--- config.mk ---
export PLATFORM = sky130hd
export DESIGN_NAME = prbs_byte_checker_core
export DESIGN_NICKNAME = d
export VERILOG_FILES = /design/src/sv/pbc_pkg.sv /design/src/sv/pbc_predict.sv /design/src/sv/prbs_byte_checker_core.sv
export SDC_FILE = /design/constraint.sdc
export NUM_CORES = 1
export LEC_CHECK = 0
export ABC_CLOCK_PERIOD_IN_PS = 10300
export BUFFER_PORTS_ARGS = -buffer_cell sky130_fd_sc_hd__buf_2
export CAP_MARGIN = 20
export CORE_ASPECT_RATIO = 0.8
export CORE_MARGIN = 2
export CORE_UTILIZATION = 60
export CTS_CLUSTER_DIAMETER = 120
export CTS_CLUSTER_SIZE = 30
export DETAILED_ROUTE_END_ITERATION = 16
export PLACE_DENSITY = 0.84
export SETUP_SLACK_MARGIN = 0.5
export SLEW_MARGIN = 40
export SYNTH_ARGS = -nofsm -noshare
export SYNTH_HDL_FRONTEND = slang
export SYNTH_SLANG_ARGS = --single-unit
--- constraint.sdc ---
create_clock -name clk -period 10.3 [get_ports clk]
set_clock_uncertainty 0.05 [all_clocks]
set_input_delay 1.03 -clock clk [delete_from_list [all_inputs] [get_ports clk]]
set_output_delay 1.03 -clock clk [all_outputs]
set_load 0.05 [all_outputs]
--- src/sv/pbc_pkg.sv ---
// shared types, constants and bit-order helpers for the prbs byte checker
`default_nettype none

package pbc_pkg;

    localparam int COUNT_WIDTH = 32;
    localparam int CFG_ADDR_W  = 4;
    localparam int CFG_DATA_W  = 32;

    // register indexes, byte address is 4 * index
    localparam logic [1:0] REG_TAP_MASK        = 2'd0;
    localparam logic [1:0] REG_INVERT_FEEDBACK = 2'd1;
    localparam logic [1:0] REG_BREAK_LOCKUP    = 2'd2;
    localparam logic [1:0] REG_MSB_FIRST       = 2'd3;

    localparam logic [15:0] TAP_MASK_RESET = 16'd1280;

    typedef struct packed {
        logic [15:0] tap_mask;
        logic        invert_feedback;
        logic        break_lockup;
        logic        msb_first;
    } cfg_t;

    function automatic logic [7:0] flip8(input logic [7:0] v);
        logic [7:0] r;
        for (int i = 0; i < 8; i++)
        begin
            r[7 - i] = v[i];
        end
        return r;
    endfunction

    function automatic logic [15:0] flip_halves(input logic [15:0] w);
        return {flip8(w[15:8]), flip8(w[7:0])};
    endfunction

endpackage

`default_nettype wire

--- src/sv/pbc_predict.sv ---
// next-byte prediction: eight lfsr steps plus lock-up break and bit-order handling
`default_nettype none

module pbc_predict (
    input  wire logic [15:0]  history_word,
    input  wire pbc_pkg::cfg_t cfg,
    output logic [7:0]        expected_byte
);
    import pbc_pkg::*;

    logic [15:0] lfsr;
    logic        fb;
    logic [15:0] span;
    logic [15:0] pattern;
    logic [7:0]  pred;

    always_comb
    begin
        lfsr = cfg.msb_first ? history_word : flip_halves(history_word);
        for (int i = 0; i < 8; i++)
        begin
            fb   = cfg.invert_feedback ^ (^(lfsr & cfg.tap_mask));
            lfsr = {lfsr[14:0], fb};
        end
        pred = lfsr[7:0];

        // all ones from the highest tap down to stage one
        span = cfg.tap_mask;
        span = span | (span >> 1);
        span = span | (span >> 2);
        span = span | (span >> 4);
        span = span | (span >> 8);
        if (!cfg.msb_first)
        begin
            span = flip_halves(span);
        end
        pattern = cfg.invert_feedback ? span : 16'h0000;

        if (cfg.break_lockup && ((history_word & span) == pattern))
        begin
            pred[0] = ~pred[0];
        end

        expected_byte = cfg.msb_first ? pred : flip8(pred);
    end

endmodule

`default_nettype wire

--- src/sv/prbs_byte_checker_core.sv ---
// Byte-wide self-synchronizing PRBS checker. Each received word is predicted from the
// two bytes received before it (16-bit Fibonacci LFSR stepped eight times, taps from
// tap_mask, optional inverted feedback, LSB-first order and lock-up break), compared,
// and mismatches are counted in a saturating counter shown as error_total. Throughput
// is one word per clock while out_stall is low: a word is held in the input register,
// the prediction and compare are combinational logic into the result register, and
// out_valid is set when the word moves there. Configure only while the checker is idle.
`default_nettype none

module prbs_byte_checker_core (
    input  wire logic                             clk,
    input  wire logic                             rst_n,
    input  wire logic                             psel,
    input  wire logic                             penable,
    input  wire logic                             pwrite,
    input  wire logic [pbc_pkg::CFG_ADDR_W-1:0]   paddr,
    input  wire logic [pbc_pkg::CFG_DATA_W-1:0]   pwdata,
    output logic      [pbc_pkg::CFG_DATA_W-1:0]   prdata,
    output logic                                  pready,
    input  wire logic                             in_valid,
    output logic                                  in_stall,
    input  wire logic [7:0]                       data_byte,
    output logic                                  out_valid,
    input  wire logic                             out_stall,
    output logic      [7:0]                       expected_byte,
    output logic                                  mismatch,
    output logic      [31:0]                      error_total
);
    import pbc_pkg::*;

    cfg_t cfg_reg;

    logic                   s1_valid_reg;
    logic [7:0]             s1_data_reg;
    logic [7:0]             hist0_reg;
    logic [7:0]             hist1_reg;
    logic                   out_valid_reg;
    logic [7:0]             exp_reg;
    logic                   miss_reg;
    logic [COUNT_WIDTH-1:0] cnt_reg;
    logic [COUNT_WIDTH-1:0] cnt_next;

    logic       cfg_write;
    logic [1:0] reg_index;
    logic       advance;
    logic       in_accept;
    logic [7:0] pred_byte;
    logic       pred_miss;

    assign pready    = 1'b1;
    assign cfg_write = psel && penable && pwrite && pready;
    assign reg_index = paddr[3:2];

    always_ff @(posedge clk or negedge rst_n)
    begin
        if (!rst_n)
        begin
            cfg_reg.tap_mask        <= TAP_MASK_RESET;
            cfg_reg.invert_feedback <= 1'b0;
            cfg_reg.break_lockup    <= 1'b0;
            cfg_reg.msb_first       <= 1'b1;
        end
        else if (cfg_write)
        begin
            unique case (reg_index)
                REG_TAP_MASK:        cfg_reg.tap_mask        <= pwdata[15:0];
                REG_INVERT_FEEDBACK: cfg_reg.invert_feedback <= pwdata[0];
                REG_BREAK_LOCKUP:    cfg_reg.break_lockup    <= pwdata[0];
                REG_MSB_FIRST:       cfg_reg.msb_first       <= pwdata[0];
                default:             cfg_reg                 <= cfg_reg;
            endcase
        end
    end

    always_comb
    begin
        unique case (reg_index)
            REG_TAP_MASK:        prdata = {16'h0000, cfg_reg.tap_mask};
            REG_INVERT_FEEDBACK: prdata = {31'd0, cfg_reg.invert_feedback};
            REG_BREAK_LOCKUP:    prdata = {31'd0, cfg_reg.break_lockup};
            REG_MSB_FIRST:       prdata = {31'd0, cfg_reg.msb_first};
            default:             prdata = '0;
        endcase
    end

    // word moves into the result register when that register is free or being taken
    assign advance   = s1_valid_reg && (!out_valid_reg || !out_stall);
    assign in_stall  = s1_valid_reg && !advance;
    assign in_accept = in_valid && !in_stall;

    pbc_predict u_predict (
        .history_word  ({hist1_reg, hist0_reg}),
        .cfg           (cfg_reg),
        .expected_byte (pred_byte)
    );

    assign pred_miss = (s1_data_reg != pred_byte);
    assign cnt_next  = (pred_miss && (cnt_reg != {COUNT_WIDTH{1'b1}}))
                       ? cnt_reg + COUNT_WIDTH'(1) : cnt_reg;

    always_ff @(posedge clk or negedge rst_n)
    begin
        if (!rst_n)
        begin
            s1_valid_reg  <= 1'b0;
            out_valid_reg <= 1'b0;
            hist0_reg     <= 8'h00;
            hist1_reg     <= 8'h00;
            cnt_reg       <= '0;
        end
        else
        begin
            if (in_accept)
            begin
                s1_valid_reg <= 1'b1;
            end
            else if (advance)
            begin
                s1_valid_reg <= 1'b0;
            end

            if (advance)
            begin
                out_valid_reg <= 1'b1;
                hist1_reg     <= hist0_reg;
                hist0_reg     <= s1_data_reg;
                cnt_reg       <= cnt_next;
            end
            else if (!out_stall)
            begin
                out_valid_reg <= 1'b0;
            end
        end
    end

    always_ff @(posedge clk)
    begin
        if (in_accept)
        begin
            s1_data_reg <= data_byte;
        end
        if (advance)
        begin
            exp_reg  <= pred_byte;
            miss_reg <= pred_miss;
        end
    end

    assign out_valid     = out_valid_reg;
    assign expected_byte = exp_reg;
    assign mismatch      = miss_reg;
    assign error_total   = 32'(cnt_reg);

endmodule

`default_nettype wire
Word level (Yosys, flattened, before mapping)
Cells that the tools add are included.
{"block": "op_classes", "bitwise": 22, "muxes": 10, "eq_ne": 7, "addsub": 1, "reduce_logical": 27}
{"op": "$and 16x16->16", "n": 9}
{"op": "$pmux 32 s4", "n": 1}
{"op": "$reduce_xor 16->1", "n": 8}
{"op": "$mux 16", "n": 3}
{"op": "$add 32x1->32 const B", "n": 1}
{"op": "$ne 32x32->1 const B", "n": 1}
{"op": "$eq 16x16->1", "n": 1}
{"op": "$or 16x12->16", "n": 1}
{"op": "$or 16x14->16", "n": 1}
{"op": "$or 16x15->16", "n": 1}
{"op": "$or 16x8->16", "n": 1}
{"op": "$reduce_and 2->1", "n": 5}
{"op": "$mux 8", "n": 1}
{"op": "$ne 8x8->1", "n": 1}
{"op": "$xor 1x1->1", "n": 8}
{"op": "$logic_and 1x1->1", "n": 7}
{"op": "$mux 1", "n": 5}
{"op": "$eq 2x2->1 const B", "n": 2}
{"op": "$logic_not 1->1", "n": 4}
{"op": "$eq 2x1->1 const B", "n": 1}
{"op": "$logic_not 2->1", "n": 1}
{"op": "$ne 2x1->1 const B", "n": 1}
{"op": "$reduce_bool 2->1", "n": 1}
{"op": "$logic_or 1x1->1", "n": 1}
{"op": "$not 1->1", "n": 1}
{"block": "word_totals", "wordCells": 79, "out_inout_bits": 76, "register_bits": 86}

Longest topological paths before layout
{"block": "logic_depth", "word_depth": 31, "ltp_mapped": 25}

Hierarchy
From an unflattened synthesis, not the netlist that was laid out.
{"block": "unflattened", "cells_unflattened": 871, "hier_area_um2": 7437.1}
{"module": "prbs_byte_checker_core", "area_per_inst_um2": 3952.5, "n_inst": 1, "seq_area_each_um2": 2240.9, "cells_per_inst": 353}
{"module": "pbc_predict", "area_per_inst_um2": 3484.6, "n_inst": 1, "seq_area_each_um2": 0.0, "cells_per_inst": 518}

Worst setup path after synthesis
OpenSTA, ideal clock, no wires.
{"block": "synth_path", "path_kind": "reg2reg", "start": "reg cfg_reg[0] (netlist name)", "end": "reg cnt_reg[14] (netlist: error_total[14])", "stages_incl_launch_ff": 22, "required_time_ns": 10.170, "arrival_time_ns": 5.599, "path_slack_ns": 4.571, "period_less_slack_ns": 5.729, "setup_ns": 0.080, "path_cell_list": "dfstp_2 -> buf_4 -> mux2_4 -> nand2_1 -> xnor3_1 -> xnor3_1 -> xnor3_2 -> xnor3_1 -> o22ai_2 -> or3_4 -> a21o_1 -> a21o_1 -> nand3_1 -> xnor3_2 -> nor2_1 -> xnor3_1 -> xnor2_2 -> mux2i_1 -> a31oi_4 -> buf_4 -> nor4_2 -> xnor2_1"}
{"block": "synth_between", "elab_chain_cells": 31, "word_cells_on_any_way": 36, "classes_between": "eq/ne (2); mux (5); bitwise (18); reduce/logical (11)"}
{"element": "start, declared", "line": "prbs_byte_checker_core.sv:31", "rtl": "cfg_t cfg_reg;"}
{"element": "start signal, assigned", "line": "prbs_byte_checker_core.sv:70", "rtl": "default: cfg_reg <= cfg_reg;"}
{"element": "$mux 16", "line": "pbc_predict.sv:19", "rtl": "lfsr = cfg.msb_first ? history_word : flip_halves(history_word);"}
{"element": "$and 16x16->16", "line": "pbc_predict.sv:22", "rtl": "fb = cfg.invert_feedback ^ (^(lfsr & cfg.tap_mask));"}
{"element": "$reduce_xor 16->1", "line": "pbc_predict.sv:22"}
{"element": "$xor 1x1->1", "line": "pbc_predict.sv:22"}
{"element": "$and 16x16->16", "line": "pbc_predict.sv:22"}
{"element": "$reduce_xor 16->1", "line": "pbc_predict.sv:22"}
{"element": "$xor 1x1->1", "line": "pbc_predict.sv:22"}
{"element": "$and 16x16->16", "line": "pbc_predict.sv:22"}
{"element": "[15 not listed]"}
{"element": "$reduce_xor 16->1", "line": "pbc_predict.sv:22"}
{"element": "$xor 1x1->1", "line": "pbc_predict.sv:22"}
{"element": "$not 1->1", "line": "pbc_predict.sv:41", "rtl": "pred[0] = ~pred[0];"}
{"element": "$mux 1", "line": "pbc_predict.sv:39", "rtl": "if (cfg.break_lockup && ((history_word & span) == pattern))"}
{"element": "$mux 8 *", "line": "pbc_predict.sv:44", "rtl": "expected_byte = cfg.msb_first ? pred : flip8(pred);"}
{"element": "$ne 8x8->1 *", "line": "prbs_byte_checker_core.sv:97", "rtl": "assign pred_miss = (s1_data_reg != pred_byte);"}
{"element": "$logic_and 1x1->1 *", "line": "prbs_byte_checker_core.sv:98", "rtl": "assign cnt_next = (pred_miss && (cnt_reg != {COUNT_WIDTH{1'b1}}))"}
{"element": "$reduce_and 2->1 (no line) *"}
{"element": "end signal, assigned", "line": "prbs_byte_checker_core.sv:127", "rtl": "cnt_reg <= cnt_next;"}
{"element": "end, declared", "line": "prbs_byte_checker_core.sv:40", "rtl": "logic [COUNT_WIDTH-1:0] cnt_reg;"}
Every way passes the cells marked *; elsewhere a longest branch is shown, timed or not.
A chain may end at the register's enable or synchronous reset.

Final worst setup path
{"block": "layout_path", "start": "reg cfg_reg[0] (netlist name)", "end": "reg cnt_reg[10] (netlist: error_total[10])"}
Same word-level chain as after synthesis.

==> results by group <==
Layout
  – Fin nets: 963
  – Most common cell after layout, fill and taps aside: nand2_1
  – Area added between synthesis and finish: 8.06%
  – Commonest non-fill, non-tap cells in the layout: nand2_1 (112), buf_2 (91), xnor2_1 (85)
  – Max reg flops: 32
  – FILL cells: 1021
  – Post-route cell area: 0.00832 sq mm
  – Fraction of layout cells with a size suffix above 1: a little over a fifth
  – Number of diodes: 0

Global routing
  – First-pass GRT wire length: 31100 um
  – Vias in the first global route: roughly 6000
  – Global route overflow: 0
  – GRT Util Overall: 28.5%
  – Initial antenna violation count: 0
  – Largest net degree at the start of global routing: 70

Job
  – Number of max-cap violations: 0

Clocking
  – CTS tree: yes
  – Setup Fix Bufs, Post-CTS: 0
  – Post-cts hold buffer count: 0
  – Post-CTS sizing: 0
  – H-Tree Depth: 3
  – CTS root buffer: clkbuf_16
  – CTS Buf Count: 9
  – Clk_lat worst skew: 0.34 ns
  – Deepest clock path buffer count: 2
  – Worst-path clk slew: 0.07 ns
  – Num Clock Sinks: 86

Placed design
  – DP Wirelength: 13000 um
  – Port Buf Inserts: between 90 and 100
  – Placed Area: around 0.0080 sq mm
  – RePlAce Congestion: 1.00

Yosys
  – Sequential share of the synthesized area: 29.1%
  – Top_reg_cell synth: dfrtp_1
  – Ys async rst share: 80.2%
  – Syn Area/Cell: 8.68 sq um
  – #FFs+latches synth: 86
  – Post-Syn Area: 0.00770 sq mm
  – Synth Warn #: 0
  – EDFF count, synth: 17
  – Syn Inst Count: 887
  – Post-synthesis cell type count: 71

Die
  – Core Rows: 36
  – Die width: 131 um
  – Die area: 0.0138 sq mm
  – Top-Level Pins: 127
  – Core ar.: between 0.01 and 0.015 sq mm
  – Die Ht: ~110 um
  – Initial core utilization: 62.4%

Timing
  – Fmax: between 0.1 and 0.15 GHz
  – Endpoints failing setup: 0
  – Crit share post-route: 75.7%
  – Final Critical Period: 7.80 ns
  – Relative slew margins: 42.7%
  – Slew Viols, Final: 0
  – Final hold violations: 0
  – Slew @ Worst Pin: 0.859 ns
  – Setup TNS: 0 ns
  – RSZ-0062 raised after global routing: no

Setup path
  – Slowest stage cell, crit path: dfstp_2
  – Worst Setup Path Type: reg2reg
  – Cell breakdown of the critical path: buf_4, mux2_2, nand2_1, xnor3_1, xnor3_1, xnor3_2, xnor3_1, o22ai_2, or3_4, nand2_1, nand4_1, nand3_1, xnor3_2, nor2_1, xnor3_1, xnor2_2, mux2i_1, a31oi_4, buf_8, nor4_2, xor2_1
  – Worst Path Required: 10.51 ns
  – Worst Setup Start Kind: register
  – WP data arrival: 8.01 ns
  – Crit path max fanout: 58
  – Worst stage delay on the critical path: approximately 0.9 ns
  – Most numerous cell on the critical path: xnor3_1
  – Critical Path Sink Type: register

Detailed routing
  – 1st-iter DRT viols: 722
  – Remaining DRCs: 0
  – DR vias: 6859
  – Detailed-route wire length: 19400 um
  – Vias per inst: 6.31
  – Router iterations before antenna repair: 5
  – DR WL/cell: about 18 um
  – Post-DRT Antenna Nets: 0

Worst hold path
  – Worst Hold Class: reg2reg

Status
  – Status: complete, no violations
## cell usage after synthesis, drive strengths merged (3+ instances only)
cell	number	area share, %
nand4	21	1.7
nor2	34	1.7
o221ai	19	2.2
nand2b	6	0.49
nand3	32	2.1
o21ai	48	3.2
and3	7	0.57
a21oi	18	1.2
nor3	31	2.0
nor3b	5	0.49
clkbuf	64	3.1
nor4	15	2.2
xor2	48	5.5
inv	18	0.88
o22ai	21	1.8
o211a	3	0.39
or3	4	0.39
or2	5	0.41
nor4b	4	0.45
o211ai	8	0.78
xnor3	13	3.8
dfstp	3	1.0
o2111ai	14	1.7
a21o	6	0.58
mux2i	16	2.1
and2	18	1.5
edfxtp	17	6.6
nor2b	3	0.24
buf	37	3.1
mux2	44	6.5
dfrtp	66	21
o22a	4	0.45
xnor2	86	9.9
a211oi	3	0.29
a31oi	9	0.93
nand2	112	5.5
## per-layer routing
| layer | part of all wire (%) | up-vias | wire length [um] | global-route usage [%] |
|---|---|---|---|---|
| met4 | 1.6 | 0 | 317 | 8.51 |
| met3 | 8.8 | 36 | 1700 | 5.08 |
| met1 | 45 | 3309 | 8790 | 43.3 |
| met5 | 0 | - | 0 | 0 |
| met2 | 44 | 339 | 8570 | 41.4 |
| li1 | - | 3175 | - | - |
## worst paths after layout
check                                startpoint               to  slack, ns  cells after the start
worst min-delay path            error_total[19]  error_total[19]       0.43                      1
worst min register to register  error_total[19]  error_total[19]       0.43                      1
max in group asynchronous                 rst_n       cfg_reg[2]       8.98                      2
worst max register to register       cfg_reg[0]  error_total[10]       2.50                     21
min in group asynchronous                 rst_n  error_total[11]       0.73                      2
worst max-delay path                 cfg_reg[0]  error_total[10]       2.50                     21
## metrics by stage
stage | setup slack (ns) | hold WS, ns | cells | util, %
3_3_place_gp | 2.46 | 0.414 | 1070 | 65.0
2_1_floorplan | 4.57 | 0.393 | 902 | -
3_5_place_dp | 2.58 | 0.422 | 1071 | 65.1
6_report | 2.50 | 0.434 | 1087 | 67.4
5_1_grt | 2.12 | 0.452 | 1087 | 67.4
4_1_cts | 2.59 | 0.438 | 1087 | 67.4
## cell type report
| type | instances | area, sq um | share of cell area [%] |
|---|---|---|---|
| multi-input combinational | 697 | 4990 | 59.9 |
| sequential | 86 | 2250 | 27.0 |
| timing repair buffer | 99 | 527 | 6.33 |
| clock buffer | 10 | 229 | 2.75 |
| tap | 171 | 214 | 2.57 |
| inverter | 18 | 67.6 | 0.812 |
| clock inverter | 6 | 51.3 | 0.616 |
## kinds of logic after synthesis
group | after synthesis | synth area share [%]
adder cells (fa/ha/maj) | 1 | 0.162
AND/OR/NAND/NOR | 303 | 20.4
AO/OA/AOI/OAI | 168 | 15.2
XOR/XNOR | 147 | 19.2
other | 2 | 0.0975
multiplexers | 61 | 8.90
buffers and inverters | 119 | 7.05
flip-flops | 86 | 29.1
## worst max-delay path, delay by kind of cell, from the launching register on
family,cells,cell delay [ns]
compound gates,2,0.38
xor+xnor,8,2.99
buf+inv,2,0.84
flops,1,0.91
mux,2,0.85
simple gates,7,1.65
Power is left out: the tool's default activity adds up to more than one toggle a clock period on the data nets, which glitch-free logic cannot reach.
